`config.mk`:
```
export PLATFORM = sky130hd
export DESIGN_NAME = round_robin_quantum_scheduler
export DESIGN_NICKNAME = d
export VERILOG_FILES = /design/src/rtl/rrqs_pkg.sv /design/src/rtl/rrqs_datapath.sv /design/src/rtl/rrqs_controller.sv /design/src/rtl/round_robin_quantum_scheduler.sv
export VERILOG_INCLUDE_DIRS = /design/src /design/src/rtl
export SDC_FILE = /design/constraint.sdc
export NUM_CORES = 2
export LEC_CHECK = 0
export BUFFER_PORTS_ARGS = -buffer_cell sky130_fd_sc_hd__buf_2
export CAP_MARGIN = 15
export CORE_UTILIZATION = 60
export DETAILED_ROUTE_END_ITERATION = 8
export PLACE_DENSITY_LB_ADDON = 0.1
export SKIP_CTS_REPAIR_TIMING = 1
export SYNTH_ARGS = -nofsm -noshare
export SYNTH_HDL_FRONTEND = slang
export SYNTH_SLANG_ARGS = --single-unit
```
`constraint.sdc`:
```
create_clock -name clock -period 9.3 [get_ports clock]
set_input_delay 0.465 -clock clock [delete_from_list [all_inputs] [get_ports clock]]
set_output_delay 0.465 -clock clock [all_outputs]
set_load 0.05 [all_outputs]
```
`src/rtl/round_robin_quantum_scheduler_assert.svh`:
```
// ---------------------------------------------------------------------------
// round_robin_quantum_scheduler_assert
// assertion macros used by the scheduler datapath
// ---------------------------------------------------------------------------
`ifndef ROUND_ROBIN_QUANTUM_SCHEDULER_ASSERT_SVH
`define ROUND_ROBIN_QUANTUM_SCHEDULER_ASSERT_SVH

// condition holds at every clock edge out of reset
`define RRQS_ASSERT_ALWAYS(label, cond, msg) \
   label: assert property (@(posedge clock) disable iff (reset) (cond)) else $error(msg);

// consequent holds in the cycle after the antecedent
`define RRQS_ASSERT_NEXT(label, ante, cons, msg) \
   label: assert property (@(posedge clock) disable iff (reset) (ante) |=> (cons)) \
      else $error(msg);

`endif

```
`src/rtl/rrqs_pkg.sv`:
```
// ---------------------------------------------------------------------------
// rrqs_pkg
// types shared by the round-robin scheduler controller, datapath and top
// ---------------------------------------------------------------------------
`timescale 1ns / 1ps

package rrqs_pkg;

   localparam int QUANTUM_W = 16;
   localparam int FIELD_W   = 16;
   localparam int INDEX_W   = 4;
   localparam int END_W     = 24;
   localparam int SUM_W     = 32;

   localparam logic MODE_LOAD     = 1'b0;
   localparam logic MODE_DISPATCH = 1'b1;

   typedef struct packed {
      logic               mode;
      logic [FIELD_W-1:0] arrival_time;
      logic [FIELD_W-1:0] burst_time;
   } req_type;

   typedef struct packed {
      logic [INDEX_W-1:0] job_index;
      logic [END_W-1:0]   slice_end_time;
      logic               job_finished;
      logic               all_done;
      logic [SUM_W-1:0]   turnaround_sum;
      logic [SUM_W-1:0]   waiting_sum;
   } rsp_type;

   // controller to datapath
   typedef struct packed {
      logic load;
      logic start;
      logic scan_clear;
      logic scan_step;
      logic jump;
      logic admit;
      logic pop_rd;
      logic job_rd;
      logic exec_time;
      logic exec_sum;
      logic push_job;
      logic out_load;
      logic out_done;
   } cmd_type;

   // datapath to controller
   typedef struct packed {
      logic need_jump;
      logic scan_done;
      logic admit_ok;
      logic none_left;
      logic out_free;
   } sts_type;

endpackage

```
`src/rtl/rrqs_datapath.sv`:
```
// ---------------------------------------------------------------------------
// rrqs_datapath
// job tables, ready fifo, scan unit, clock and sums, result register
// ---------------------------------------------------------------------------
`timescale 1ns / 1ps

module rrqs_datapath #(
   parameter int MAX_JOBS  = 16,
   parameter int TIME_BITS = 24
) (
   input  logic                                clock,
   input  logic                                reset,
   input  rrqs_pkg::cmd_type                   cmd,
   output rrqs_pkg::sts_type                   sts,
   input  rrqs_pkg::req_type                   req_data,
   input  logic [rrqs_pkg::QUANTUM_W-1:0]      quantum,
   output logic                                rsp_valid,
   input  logic                                rsp_ready,
   output rrqs_pkg::rsp_type                   rsp_data
);

   localparam int IDX_W = (MAX_JOBS > 1) ? $clog2(MAX_JOBS) : 1;
   localparam int CNT_W = $clog2(MAX_JOBS + 1);
   localparam int FW    = rrqs_pkg::FIELD_W;
   localparam int SW    = rrqs_pkg::SUM_W;

   logic [FW-1:0]    arrival_mem   [MAX_JOBS];
   logic [FW-1:0]    burst_mem     [MAX_JOBS];
   logic [FW-1:0]    remaining_mem [MAX_JOBS];
   logic [IDX_W-1:0] fifo_mem      [MAX_JOBS];

   logic [MAX_JOBS-1:0]  admitted_ff, admitted_in;
   logic [IDX_W-1:0]     head_ff, head_in;
   logic [CNT_W-1:0]     fifo_count_ff, fifo_count_in;
   logic [CNT_W-1:0]     job_count_ff, job_count_in;
   logic [CNT_W-1:0]     unfinished_ff, unfinished_in;
   logic [TIME_BITS-1:0] time_ff, time_in;
   logic                 started_ff, started_in;
   logic [SW-1:0]        tat_sum_ff, tat_sum_in;
   logic [SW-1:0]        wait_sum_ff, wait_sum_in;

   logic [CNT_W-1:0] scan_idx_ff, scan_idx_in;
   logic             cmp_v_ff, cmp_v_in;
   logic [IDX_W-1:0] cmp_idx_ff;
   logic             best_v_ff, best_v_in;
   logic [FW-1:0]    best_arr_ff, best_arr_in;
   logic [IDX_W-1:0] best_idx_ff, best_idx_in;

   logic [IDX_W-1:0] fifo_q_ff;
   logic [IDX_W-1:0] job_ff;
   logic [FW-1:0]    arr_q_ff, burst_q_ff, rem_q_ff;
   logic             finished_ff, finished_in;
   logic             rsp_valid_ff, rsp_valid_in;
   rrqs_pkg::rsp_type rsp_ff;

   logic [IDX_W-1:0]   rd_addr;
   logic [IDX_W-1:0]   load_addr;
   logic [CNT_W:0]     tail_sum;
   logic [IDX_W-1:0]   tail;
   logic [IDX_W-1:0]   push_val;
   logic               push_en;
   logic               load_ok;
   logic               scan_rd;
   logic [FW-1:0]      q_eff, run, rem_new;
   logic [TIME_BITS:0] time_sum;
   logic [SW-1:0]      tat;
   logic [FW-1:0]      load_burst;
   logic [31:0]        job_ext, time_ext;

   assign load_addr  = job_count_ff[IDX_W-1:0];
   assign load_ok    = cmd.load && !started_ff && (job_count_ff < CNT_W'(MAX_JOBS));
   assign load_burst = (req_data.burst_time == '0) ? FW'(1) : req_data.burst_time;
   assign scan_rd    = cmd.scan_step && (scan_idx_ff < job_count_ff);
   assign rd_addr    = cmd.job_rd ? fifo_q_ff : scan_idx_ff[IDX_W-1:0];

   // circular tail without a power-of-two depth
   assign tail_sum = (CNT_W+1)'(head_ff) + (CNT_W+1)'(fifo_count_ff);
   assign tail     = (tail_sum >= (CNT_W+1)'(MAX_JOBS)) ?
                     IDX_W'(tail_sum - (CNT_W+1)'(MAX_JOBS)) : IDX_W'(tail_sum);
   assign push_val = cmd.admit ? best_idx_ff : job_ff;
   assign push_en  = ((cmd.admit && sts.admit_ok) || (cmd.push_job && !finished_ff))
                     && (fifo_count_ff < CNT_W'(MAX_JOBS));

   assign q_eff    = (quantum == '0) ? FW'(1) : quantum;
   assign run      = (rem_q_ff < q_eff) ? rem_q_ff : q_eff;
   assign rem_new  = rem_q_ff - run;
   assign time_sum = (TIME_BITS+1)'(time_ff) + (TIME_BITS+1)'(run);
   assign tat      = SW'(time_ff) - SW'(arr_q_ff);
   assign job_ext  = 32'(job_ff);
   assign time_ext = 32'(time_ff);

   always_ff @(posedge clock) begin
      if (load_ok) begin
         arrival_mem[load_addr] <= req_data.arrival_time;
         burst_mem[load_addr]   <= load_burst;
      end
      if (load_ok) begin
         remaining_mem[load_addr] <= load_burst;
      end else if (cmd.exec_time) begin
         remaining_mem[job_ff] <= rem_new;
      end
      if (push_en) begin
         fifo_mem[tail] <= push_val;
      end
      if (scan_rd || cmd.job_rd) begin
         arr_q_ff <= arrival_mem[rd_addr];
      end
      if (cmd.job_rd) begin
         burst_q_ff <= burst_mem[rd_addr];
         rem_q_ff   <= remaining_mem[rd_addr];
         job_ff     <= fifo_q_ff;
      end
      if (cmd.pop_rd) begin
         fifo_q_ff <= fifo_mem[head_ff];
      end
      if (scan_rd) begin
         cmp_idx_ff <= scan_idx_ff[IDX_W-1:0];
      end
      if (cmd.out_load) begin
         rsp_ff.job_index      <= cmd.out_done ? '0 : job_ext[rrqs_pkg::INDEX_W-1:0];
         rsp_ff.slice_end_time <= time_ext[rrqs_pkg::END_W-1:0];
         rsp_ff.job_finished   <= cmd.out_done ? 1'b0 : finished_ff;
         rsp_ff.all_done       <= cmd.out_done;
         rsp_ff.turnaround_sum <= tat_sum_ff;
         rsp_ff.waiting_sum    <= wait_sum_ff;
      end
   end

   always_comb begin
      admitted_in   = admitted_ff;
      head_in       = head_ff;
      fifo_count_in = fifo_count_ff;
      job_count_in  = job_count_ff;
      unfinished_in = unfinished_ff;
      time_in       = time_ff;
      started_in    = started_ff;
      tat_sum_in    = tat_sum_ff;
      wait_sum_in   = wait_sum_ff;
      scan_idx_in   = scan_idx_ff;
      cmp_v_in      = 1'b0;
      best_v_in     = best_v_ff;
      best_arr_in   = best_arr_ff;
      best_idx_in   = best_idx_ff;
      finished_in   = finished_ff;
      rsp_valid_in  = rsp_valid_ff;

      if (load_ok) begin
         job_count_in  = job_count_ff + 1'b1;
         unfinished_in = unfinished_ff + 1'b1;
      end
      if (cmd.start) begin
         started_in = 1'b1;
      end
      if (cmd.scan_clear) begin
         scan_idx_in = '0;
         best_v_in   = 1'b0;
      end
      if (scan_rd) begin
         scan_idx_in = scan_idx_ff + 1'b1;
         cmp_v_in    = !admitted_ff[scan_idx_ff[IDX_W-1:0]];
      end
      // strict compare keeps the lowest index on equal arrivals
      if (cmp_v_ff && (!best_v_ff || (arr_q_ff < best_arr_ff))) begin
         best_v_in   = 1'b1;
         best_arr_in = arr_q_ff;
         best_idx_in = cmp_idx_ff;
      end
      if (cmd.jump && best_v_ff && (TIME_BITS'(best_arr_ff) > time_ff)) begin
         time_in = TIME_BITS'(best_arr_ff);
      end
      if (cmd.admit && sts.admit_ok) begin
         admitted_in[best_idx_ff] = 1'b1;
      end
      if (cmd.pop_rd) begin
         head_in       = (head_ff == IDX_W'(MAX_JOBS - 1)) ? '0 : head_ff + 1'b1;
         fifo_count_in = fifo_count_ff - 1'b1;
      end
      if (push_en) begin
         fifo_count_in = fifo_count_ff + 1'b1;
      end
      if (cmd.exec_time) begin
         time_in     = time_sum[TIME_BITS] ? '1 : time_sum[TIME_BITS-1:0];
         finished_in = (rem_new == '0);
      end
      if (cmd.exec_sum && finished_ff) begin
         unfinished_in = unfinished_ff - 1'b1;
         tat_sum_in    = tat_sum_ff + tat;
         if (tat > SW'(burst_q_ff)) begin
            wait_sum_in = wait_sum_ff + (tat - SW'(burst_q_ff));
         end
      end
      if (rsp_valid_ff && rsp_ready) begin
         rsp_valid_in = 1'b0;
      end
      if (cmd.out_load) begin
         rsp_valid_in = 1'b1;
      end
   end

   always_ff @(posedge clock) begin
      if (reset) begin
         admitted_ff   <= '0;
         head_ff       <= '0;
         fifo_count_ff <= '0;
         job_count_ff  <= '0;
         unfinished_ff <= '0;
         time_ff       <= '0;
         started_ff    <= 1'b0;
         tat_sum_ff    <= '0;
         wait_sum_ff   <= '0;
         scan_idx_ff   <= '0;
         cmp_v_ff      <= 1'b0;
         best_v_ff     <= 1'b0;
         finished_ff   <= 1'b0;
         rsp_valid_ff  <= 1'b0;
      end else begin
         admitted_ff   <= admitted_in;
         head_ff       <= head_in;
         fifo_count_ff <= fifo_count_in;
         job_count_ff  <= job_count_in;
         unfinished_ff <= unfinished_in;
         time_ff       <= time_in;
         started_ff    <= started_in;
         tat_sum_ff    <= tat_sum_in;
         wait_sum_ff   <= wait_sum_in;
         scan_idx_ff   <= scan_idx_in;
         cmp_v_ff      <= cmp_v_in;
         best_v_ff     <= best_v_in;
         finished_ff   <= finished_in;
         rsp_valid_ff  <= rsp_valid_in;
      end
   end

   always_ff @(posedge clock) begin
      best_arr_ff <= best_arr_in;
      best_idx_ff <= best_idx_in;
   end

   assign sts.need_jump = (unfinished_ff != '0) && (fifo_count_ff == '0);
   assign sts.scan_done = (scan_idx_ff >= job_count_ff) && !cmp_v_ff;
   assign sts.admit_ok  = best_v_ff && (TIME_BITS'(best_arr_ff) <= time_ff);
   assign sts.none_left = (unfinished_ff == '0) || (fifo_count_ff == '0);
   assign sts.out_free  = !rsp_valid_ff || rsp_ready;

   assign rsp_valid = rsp_valid_ff;
   assign rsp_data  = rsp_ff;

`include "round_robin_quantum_scheduler_assert.svh"

   `RRQS_ASSERT_ALWAYS(a_fifo_bound, fifo_count_ff <= CNT_W'(MAX_JOBS),
                       "fifo count overflow")
   `RRQS_ASSERT_ALWAYS(a_unfinished_bound, unfinished_ff <= job_count_ff,
                       "unfinished above loaded")
   `RRQS_ASSERT_NEXT(a_admit_marks, cmd.admit && sts.admit_ok,
                     admitted_ff[$past(best_idx_ff)], "admitted job not marked")
   `RRQS_ASSERT_NEXT(a_time_monotonic, 1'b1, time_ff >= $past(time_ff),
                     "clock moved backwards")

endmodule

```
`src/rtl/rrqs_controller.sv`:
```
// ---------------------------------------------------------------------------
// rrqs_controller
// sequences load, arrival scans, slice execution and result hand-off
// ---------------------------------------------------------------------------
`timescale 1ns / 1ps

module rrqs_controller (
   input  logic              clock,
   input  logic              reset,
   input  logic              req_valid,
   output logic              req_ready,
   input  logic              req_mode,
   input  rrqs_pkg::sts_type sts,
   output rrqs_pkg::cmd_type cmd
);

   localparam logic [3:0] ST_IDLE   = 4'd0;
   localparam logic [3:0] ST_EMPTY  = 4'd1;
   localparam logic [3:0] ST_JSCAN  = 4'd2;
   localparam logic [3:0] ST_ACLR   = 4'd3;
   localparam logic [3:0] ST_ASCAN  = 4'd4;
   localparam logic [3:0] ST_CHECK  = 4'd5;
   localparam logic [3:0] ST_JRD    = 4'd6;
   localparam logic [3:0] ST_EXT    = 4'd7;
   localparam logic [3:0] ST_EXS    = 4'd8;
   localparam logic [3:0] ST_PUSH   = 4'd9;
   localparam logic [3:0] ST_OUT    = 4'd10;
   localparam logic [3:0] ST_JCLR   = 4'd11;

   logic [3:0] state_ff, state_in;
   logic       post_ff, post_in;
   logic       done_ff, done_in;

   assign req_ready = (state_ff == ST_IDLE);

   always_comb begin
      state_in = state_ff;
      post_in  = post_ff;
      done_in  = done_ff;
      cmd      = '0;
      unique case (state_ff)
         ST_IDLE: begin
            if (req_valid) begin
               if (req_mode == rrqs_pkg::MODE_LOAD) begin
                  cmd.load = 1'b1;
               end else begin
                  cmd.start = 1'b1;
                  post_in   = 1'b0;
                  state_in  = ST_EMPTY;
               end
            end
         end
         ST_EMPTY: begin
            state_in = sts.need_jump ? ST_JCLR : ST_CHECK;
         end
         ST_JCLR: begin
            cmd.scan_clear = 1'b1;
            state_in       = ST_JSCAN;
         end
         ST_JSCAN: begin
            cmd.scan_step = 1'b1;
            if (sts.scan_done) begin
               cmd.jump = 1'b1;
               state_in = ST_ACLR;
            end
         end
         ST_ACLR: begin
            cmd.scan_clear = 1'b1;
            state_in       = ST_ASCAN;
         end
         ST_ASCAN: begin
            cmd.scan_step = 1'b1;
            if (sts.scan_done) begin
               // one admission per scan, keeps arrival-then-index order
               if (sts.admit_ok) begin
                  cmd.admit = 1'b1;
                  state_in  = ST_ACLR;
               end else begin
                  state_in = post_ff ? ST_PUSH : ST_CHECK;
               end
            end
         end
         ST_CHECK: begin
            if (sts.none_left) begin
               done_in  = 1'b1;
               state_in = ST_OUT;
            end else begin
               cmd.pop_rd = 1'b1;
               state_in   = ST_JRD;
            end
         end
         ST_JRD: begin
            cmd.job_rd = 1'b1;
            state_in   = ST_EXT;
         end
         ST_EXT: begin
            cmd.exec_time = 1'b1;
            state_in      = ST_EXS;
         end
         ST_EXS: begin
            cmd.exec_sum = 1'b1;
            post_in      = 1'b1;
            state_in     = ST_ACLR;
         end
         ST_PUSH: begin
            cmd.push_job = 1'b1;
            done_in      = 1'b0;
            state_in     = ST_OUT;
         end
         ST_OUT: begin
            if (sts.out_free) begin
               cmd.out_load = 1'b1;
               cmd.out_done = done_ff;
               state_in     = ST_IDLE;
            end
         end
         default: begin
            state_in = ST_IDLE;
         end
      endcase
   end

   always_ff @(posedge clock) begin
      if (reset) begin
         state_ff <= ST_IDLE;
         post_ff  <= 1'b0;
         done_ff  <= 1'b0;
      end else begin
         state_ff <= state_in;
         post_ff  <= post_in;
         done_ff  <= done_in;
      end
   end

endmodule

```
`src/rtl/round_robin_quantum_scheduler.sv`:
```
// ---------------------------------------------------------------------------
// round_robin_quantum_scheduler
// round-robin job scheduler with a programmable time quantum
// ---------------------------------------------------------------------------
// usage: a request with mode 0 loads one job (arrival, burst), unless the
// tables are full or dispatching has begun, and gives no response. a request
// with mode 1 runs one slice, or reports all done, and gives exactly one
// response: the job run, slice end time, finished flag, all-done flag and
// running turnaround and waiting sums. scans read the arrival table one
// entry per step through its single read port. an empty queue first gets a
// scan that moves the clock forward to the earliest waiting arrival, then
// admission scans, one admitted job per scan; a slice reads and runs one
// job, rescans for arrivals the same way, then requeues it if unfinished.
// one request is in work at a time; the next request is taken as soon as
// the response is placed in the output register, even while it waits.
// a stalled receiver holds the response and blocks only the next dispatch.
// reset clears all jobs, the queue, the clock and the sums, and sets the
// quantum to 4; tables need no clearing pass. the quantum register sits at
// byte address 0, must be written only while idle; the block does not check.
// ---------------------------------------------------------------------------
`timescale 1ns / 1ps

module round_robin_quantum_scheduler #(
   parameter int MAX_JOBS  = 16,
   parameter int TIME_BITS = 24
) (
   input  logic              clock,
   input  logic              reset,
   input  logic              req_valid,
   output logic              req_ready,
   input  rrqs_pkg::req_type req_data,
   output logic              rsp_valid,
   input  logic              rsp_ready,
   output rrqs_pkg::rsp_type rsp_data,
   input  logic              psel,
   input  logic              penable,
   input  logic              pwrite,
   input  logic [2:0]        paddr,
   input  logic [31:0]       pwdata,
   output logic [31:0]       prdata,
   output logic              pready
);

   localparam logic [2:0] ADDR_QUANTUM = 3'd0;

   logic [rrqs_pkg::QUANTUM_W-1:0] quantum_ff, quantum_in;
   rrqs_pkg::cmd_type cmd;
   rrqs_pkg::sts_type sts;

   assign pready = 1'b1;

   always_comb begin
      quantum_in = quantum_ff;
      if (psel && penable && pwrite && (paddr == ADDR_QUANTUM)) begin
         quantum_in = pwdata[rrqs_pkg::QUANTUM_W-1:0];
      end
   end

   always_ff @(posedge clock) begin
      if (reset) begin
         quantum_ff <= rrqs_pkg::QUANTUM_W'(4);
      end else begin
         quantum_ff <= quantum_in;
      end
   end

   assign prdata = (paddr == ADDR_QUANTUM) ? 32'(quantum_ff) : '0;

   rrqs_controller u_ctrl (
      .clock     (clock),
      .reset     (reset),
      .req_valid (req_valid),
      .req_ready (req_ready),
      .req_mode  (req_data.mode),
      .sts       (sts),
      .cmd       (cmd)
   );

   rrqs_datapath #(
      .MAX_JOBS  (MAX_JOBS),
      .TIME_BITS (TIME_BITS)
   ) u_dp (
      .clock     (clock),
      .reset     (reset),
      .cmd       (cmd),
      .sts       (sts),
      .req_data  (req_data),
      .quantum   (quantum_ff),
      .rsp_valid (rsp_valid),
      .rsp_ready (rsp_ready),
      .rsp_data  (rsp_data)
   );

endmodule

```
-- Yosys cells after proc, flatten, opt, wreduce, memory -nomap -nowiden
Memory sizes are Yosys's and may differ from the RTL's. A register that Yosys moved wholly into a read port is not among the register bits.
Index checks and enable logic that the tools add are counted.
- output and inout bits: 129
- memories kept: 4
- word-level logic and storage cells: 202
- bits in writable memories: 832
- register bits: 277
- bitwise gates (word level): 2
- $lt $le $gt $ge: 13
- multiplexer cells: 69
- reduce and logical (&&, ||, !) cells: 53
- add/sub/neg operators: 15
- equal/unequal tests: 18
- memories (memory ; depth ; width ; read ports ; clocked after memory_dff ; write ports ; line ; text):
    u_dp.arrival_mem ; 16 ; 16 ; 1 ; 1 ; 1 ; rrqs_datapath.sv:27 ; logic [FW-1:0] arrival_mem [MAX_JOBS];
    u_dp.burst_mem ; 16 ; 16 ; 1 ; 1 ; 1 ; rrqs_datapath.sv:28 ; logic [FW-1:0] burst_mem [MAX_JOBS];
    u_dp.remaining_mem ; 16 ; 16 ; 1 ; 1 ; 1 ; rrqs_datapath.sv:29 ; logic [FW-1:0] remaining_mem [MAX_JOBS];
    u_dp.fifo_mem ; 16 ; 4 ; 1 ; 1 ; 1 ; rrqs_datapath.sv:30 ; logic [IDX_W-1:0] fifo_mem [MAX_JOBS];
- operator list (operator ; number):
    16-bit 2-to-1 mux ; 5
    24-bit 2-to-1 mux ; 3
    32-bit adder ; 2
    4-bit 2-to-1 mux ; 14
    16-bit logical NOT ; 3
    4-bit case mux with 12 select lines ; 1
    32-bit by 16-bit greater-than comparator with 1-bit output ; 1
    16-bit < comparator ; 2
    1-bit 2-to-1 mux ; 32
    32-bit by 16-bit subtractor with 32-bit output ; 1
    5-bit 2-to-1 mux ; 6
    24-bit by 16-bit adder with 25-bit output ; 1
    24-bit by 16-bit subtractor with 25-bit output ; 1
    16-bit by 24-bit greater-than comparator with 1-bit output ; 1
    16-bit by 24-bit <= comparator with 1-bit output ; 1
    5-bit by 1-bit adder with 5-bit output (second input constant) ; 4
    4-bit == test (second input constant) ; 5
    1-bit logical AND ; 18
    4-bit by 3-bit == test with 1-bit output (second input constant) ; 4
    16-bit bitwise OR ; 1
    2-bit nonzero test ; 8
    16-bit OR reduction ; 1
    16-bit subtractor ; 1
    5-bit logical NOT ; 2
    other kinds (28) ; 52

-- Depth between registers and ports, before layout
- depth after elaboration: 10
- mapped depth: 24
- gate-level depth less buffers: 24

-- By module
Synthesis repeated with hierarchy kept, for this count alone.
- cells, all modules: 3621
- area, all modules: 52521.6 um^2
- modules (own cells, without submodules) (module ; times used ; area each (um^2) ; cells each):
    rrqs_datapath ; 1 ; 50922.6 ; 3431
    round_robin_quantum_scheduler ; 1 ; 994.7 ; 107
    rrqs_controller ; 1 ; 604.3 ; 83

-- Least setup slack after synthesis
No wires, ideal clock.
- path kind: flip-flop to flip-flop
- start point: register u_dp.rem_q_ff[9] (read register of u_dp.remaining_mem)
- end point: memory u_dp.remaining_mem[0][14] in the netlist's numbering (data pin)
- data arrival time: 5.451 ns
- path buffers: 1
- clock period less this slack: 5.781 ns
- setup slack: 3.519 ns
- stages on the path, launching flop included: 22
- path through: edfxtp_1 > ha_1 > a21o_1 > a21o_1 > a21o_1 > a21o_1 > a21o_1 > a21o_1 > a221oi_1 > clkbuf_1 > mux2i_1 > ha_1 > inv_1 > fa_1 > a21o_1 > a21oi_1 > o21ai_0 > a41o_1 > o41ai_1 > o21ai_0 > xnor2_1 > o21ai_0
- cells in the longest elaborated chain, start to end: 4
- ends and longest elaborated chain (item ; line ; text):
    start: declaration ; rrqs_datapath.sv:51 ; logic [FW-1:0] arr_q_ff, burst_q_ff, rem_q_ff;
    16-bit < comparator ; rrqs_datapath.sv:85 ; assign run = (rem_q_ff < q_eff) ? rem_q_ff : q_eff;
    16-bit 2-to-1 mux ; rrqs_datapath.sv:85 ;
    16-bit subtractor * ; rrqs_datapath.sv:86 ; assign rem_new = rem_q_ff - run;
    16-bit 2-to-1 mux (no line) * ; n/a ;
    end: declaration ; rrqs_datapath.sv:29 ;
Every way passes the cells marked *; elsewhere a longest branch is shown, timed or not.

-- Worst setup path after layout
- start point: register u_dp.rem_q_ff[9] (read register of u_dp.remaining_mem)
- end point: register u_dp.time_ff[10]
- cells in the longest elaborated chain, start to end: 5
- ends and longest elaborated chain (item ; line ; text):
    16-bit < comparator ; rrqs_datapath.sv:85 ;
    16-bit 2-to-1 mux * ; rrqs_datapath.sv:85 ;
    24-bit by 16-bit adder with 25-bit output * ; rrqs_datapath.sv:87 ; assign time_sum = (TIME_BITS+1)'(time_ff) + (TIME_BITS+1)'(run);
    24-bit 2-to-1 mux * ; rrqs_datapath.sv:182 ; time_in = time_sum[TIME_BITS] ? '1 : time_sum[TIME_BITS-1:0];
    24-bit 2-to-1 mux * ; rrqs_datapath.sv:181 ; if (cmd.exec_time) begin
    end signal: assignment ; rrqs_datapath.sv:222 ; time_ff <= time_in;
    end: declaration ; rrqs_datapath.sv:37 ; logic [TIME_BITS-1:0] time_ff, time_in;
Marks and branches as above.
A chain may end at the register's enable or synchronous reset.

==> results.md <==
* Total congestion overflow at 0
* Total GRT Usage at 28.1%
* Final HPWL DP at 78,200 um
* Die height at 297 um
* Largest net degree at the start of global routing at 107
* Setup_tns at 0 ns
* Slew Viols, Final at 0
* CTS buffer count at 114
* Clk slew on worst S/H paths at 0.06 ns
* Primary FF master, synth: edfxtp_1
* # rows at 107
* Initial antenna violation count at 16
* Cell Area, Synth at 52,300 sq um
* CP Launch Type: flop
* WP data required at 9.79 ns
* CTS H-Tree Depth at 3
* DRT iter0 DRCs at 2,848
* Buffers added on ports at 170
* CP arrival at 7.25 ns
* Post-synth cell types at 80
* Top-area cell type share of the netlist area at 57.8%
* Setup CP Type: flop to flop
* Critical path capture point type: flop
* Synth Warn # at 0
* Worst-Margin Slew at 1.07 ns
* Post-DRT Antenna Nets at 0
* Pleak at 21.4 nW
* Setup Skew at 0.0423 ns
* Via count of the routed design at 31,543
* First-pass GRT wire length at 188,000 um
* Async SR Flop Fraction at 0%
* Starting density of the core at 61.0%
* Commonest cells after routing, fill and taps aside: 1,006 x edfxtp_1, 305 x nand2_1, 217 x mux4_2
* Die X at 297 um
* Achievable clock frequency at 0.148 GHz
* Crit-path most repeated cell: a21o_1
* Clk Latency, worst-skew pair at 0.70 ns
* Final Core Density at 68.0%
* P per Cell Area at 204 nW/um^2
* Area leader, netlist: edfxtp_1
* CTS root buffer: clkbuf_16
* I/O Pins at 204
* CTS max path bufs at 3
* Fin crit share at 72.6%
* Worst IR Drop VDD at 0.191 mV
* Type of the tightest min-delay check: primary input to flop
* Post-synth EDFFs at 1,006
* Clock Sinks at 1,161
* Vias in the first global route at 31,490
* Syn-to-layout area delta at 11.5%
* Post-route minimum period at 6.75 ns
* Area of the die at 88,300 sq um
* Finish-stage setup viols at 0
* Largest fanout on the critical path at 19
* Core Footprint at 85,700 sq um
* # nets final at 4,087
* Gate Count Post-Synth at 3,593
* Final wirelength at 124,000 um
* Share of layout cells above drive strength 1 at 17.6%
* Routed vias/inst at 6.28
* Critical-path cell list: ha_1 > a21o_1 > a21o_1 > a21o_1 > a21o_1 > a21o_1 > a21o_1 > a221oi_2 > buf_4 > mux2i_1 > ha_1 > fa_1 > a21o_1 > a21oi_1 > o21ai_0 > a31oi_1 > o31ai_1 > o221a_2 > o41ai_4 > nor4_2 > nor2_2 > a221oi_1
* Commonest non-fill, non-tap cell in the layout: edfxtp_1
* #FFs+latches synth at 1,161
* Final Hold Fails at 0
* DRC at 0
* Max-Cap Viols at 0
* WL per Instance at 24.7 um
* Sequential area share after synthesis at 63.7%
* Drt pass-1 iters at 6
* CP max stage cell: a221oi_2
* Status: finished, final reports clean
* RSZ-0062 raised after global routing: false
* Syn_area_per_cell at 14.5 sq um
* Slew HR at 28.4%
* TritonCTS clock tree: yes
* Gpl congestion at 0.939
* CP max stage delay at 0.74 ns
* Main area contributors after synthesis: edfxtp_1 58%, mux4_2 9.4%, dfxtp_1 5.9%
-- path summary, 6_finish.rpt --
| kind | startpoint | slack [ns] | endpoint | depth (start not counted) |
|---|---|---|---|---|
| worst max register to register | u_dp.rem_q_ff[9]$_DFFE_PP_ | 2.55 | u_dp.time_ff[10]$_SDFFE_PP0P_ | 22 |
| worst min register to register | u_dp.cmp_idx_ff[0]$_DFFE_PP_ | 0.42 | u_dp.best_idx_ff[0]$_DFFE_PP_ | 0 |
| worst min-delay path | pwdata[10] | 0.01 | quantum_ff[10]$_SDFFE_PP0P_ | 3 |
| worst max-delay path | u_dp.rem_q_ff[9]$_DFFE_PP_ | 2.55 | u_dp.time_ff[10]$_SDFFE_PP0P_ | 22 |
-- routing by layer --
layer / GRT usage, % / share of wire (%) / vias up / wire [um]
li1: - / - / 14078 / -
met1: 37.1 / 40 / 15819 / 49300
met2: 47.0 / 49 / 1361 / 60900
met3: 4.97 / 7.6 / 271 / 9460
met4: 10.5 / 3.5 / 14 / 4390
met5: 0 / 0.068 / - / 84
-- layout make-up --
cell class	count	area, sq um
well taps	1144	1430
inverters	194	728
clock inverters	67	787
flip-flops and latches	1161	33300
multi-input cells	2073	17600
diodes	7	17.5
clock buffers	142	3010
fillers	5840	27400
repair buffers	237	1400
-- registers in the layout (all words and copies together) (netlist names), 5 cells and up --
register and count:
u_dp.admitted_ff 16, u_dp.burst_mem 256, u_dp.unfinished_ff 5, u_dp.tat_sum_ff 32, u_dp.scan_idx_ff 5, u_dp.arr_q_ff 16, u_dp.burst_q_ff 16, u_dp.wait_sum_ff 32
u_dp.fifo_count_ff 5, u_dp.time_ff 24, u_dp.remaining_mem 256, quantum_ff 16, u_dp.rem_q_ff 16, u_dp.job_count_ff 5, u_dp.rsp_data 94, u_dp.fifo_mem 64
u_dp.arrival_mem 256, u_dp.best_arr_ff 16
-- through the flow --
step / cells / total power [W] / worst slack, ns / instance area (sq um) / hold WS (ns)
2_1_floorplan: 3608 / 0.00693 / 3.52 / 52300 / 0.400
3_3_place_gp: 4807 / 0.00726 / 2.74 / 54400 / 0.404
3_5_place_dp: 4808 / 0.00731 / 2.63 / 54400 / 0.406
4_1_cts: 5017 / 0.0119 / 2.56 / 58200 / -0.0246
5_1_grt: 5018 / 0.0123 / 2.12 / 58200 / 0.0139
6_report: 5025 / 0.0119 / 2.55 / 58300 / 0.0146
-- worst max-delay path: cells and delay by family (launching register included) --
kind                     cells  cell delay (ns)
AO/OA/AOI/OAI               15             3.88
AND/OR/NAND/NOR              2             0.73
multiplexers                 1             0.14
adder cells (fa/ha/maj)      3             1.01
flip-flops                   1             0.43
buffers and inverters        1             0.36
-- kinds of logic after synthesis --
family	Yosys count	synth area share, %
flip-flops	1161	63.7
AND/OR/NAND/NOR	811	7.33
AO/OA/AOI/OAI	637	7.93
buffers and inverters	374	2.94
multiplexers	264	10.3
adder cells (fa/ha/maj)	231	5.86
XOR/XNOR	113	1.91
other	2	0.0144
-- power breakdown --
group	leakage, nW	total, W	internal [W]	switching (W)
Sequential	10.3	0.00583	0.00576	0.0000707
Clock	1.85	0.00465	0.00271	0.00194
Combinational	9.21	0.00139	0.000546	0.000840
-- synth_stat cells (20+ instances only) --
cell type	instances
fa_1	23
nor2b_1	27
a31oi_1	87
mux4_2	217
buf_4	22
a221oi_1	20
buf_2	26
a21o_1	74
inv_1	192
dfxtp_1	155
a21oi_1	160
ha_1	208
nand4_1	23
nand2_1	305
o21a_1	23
nor2_1	182
xnor2_1	70
clkbuf_1	117
a211oi_1	74
nor4_1	22
nand3_1	29
and2_1	91
nor3_1	43
mux2i_1	38
xor2_1	42
edfxtp_1	1006
o21ai_0	103
No activity file was read; power rests on OpenSTA's default activity.
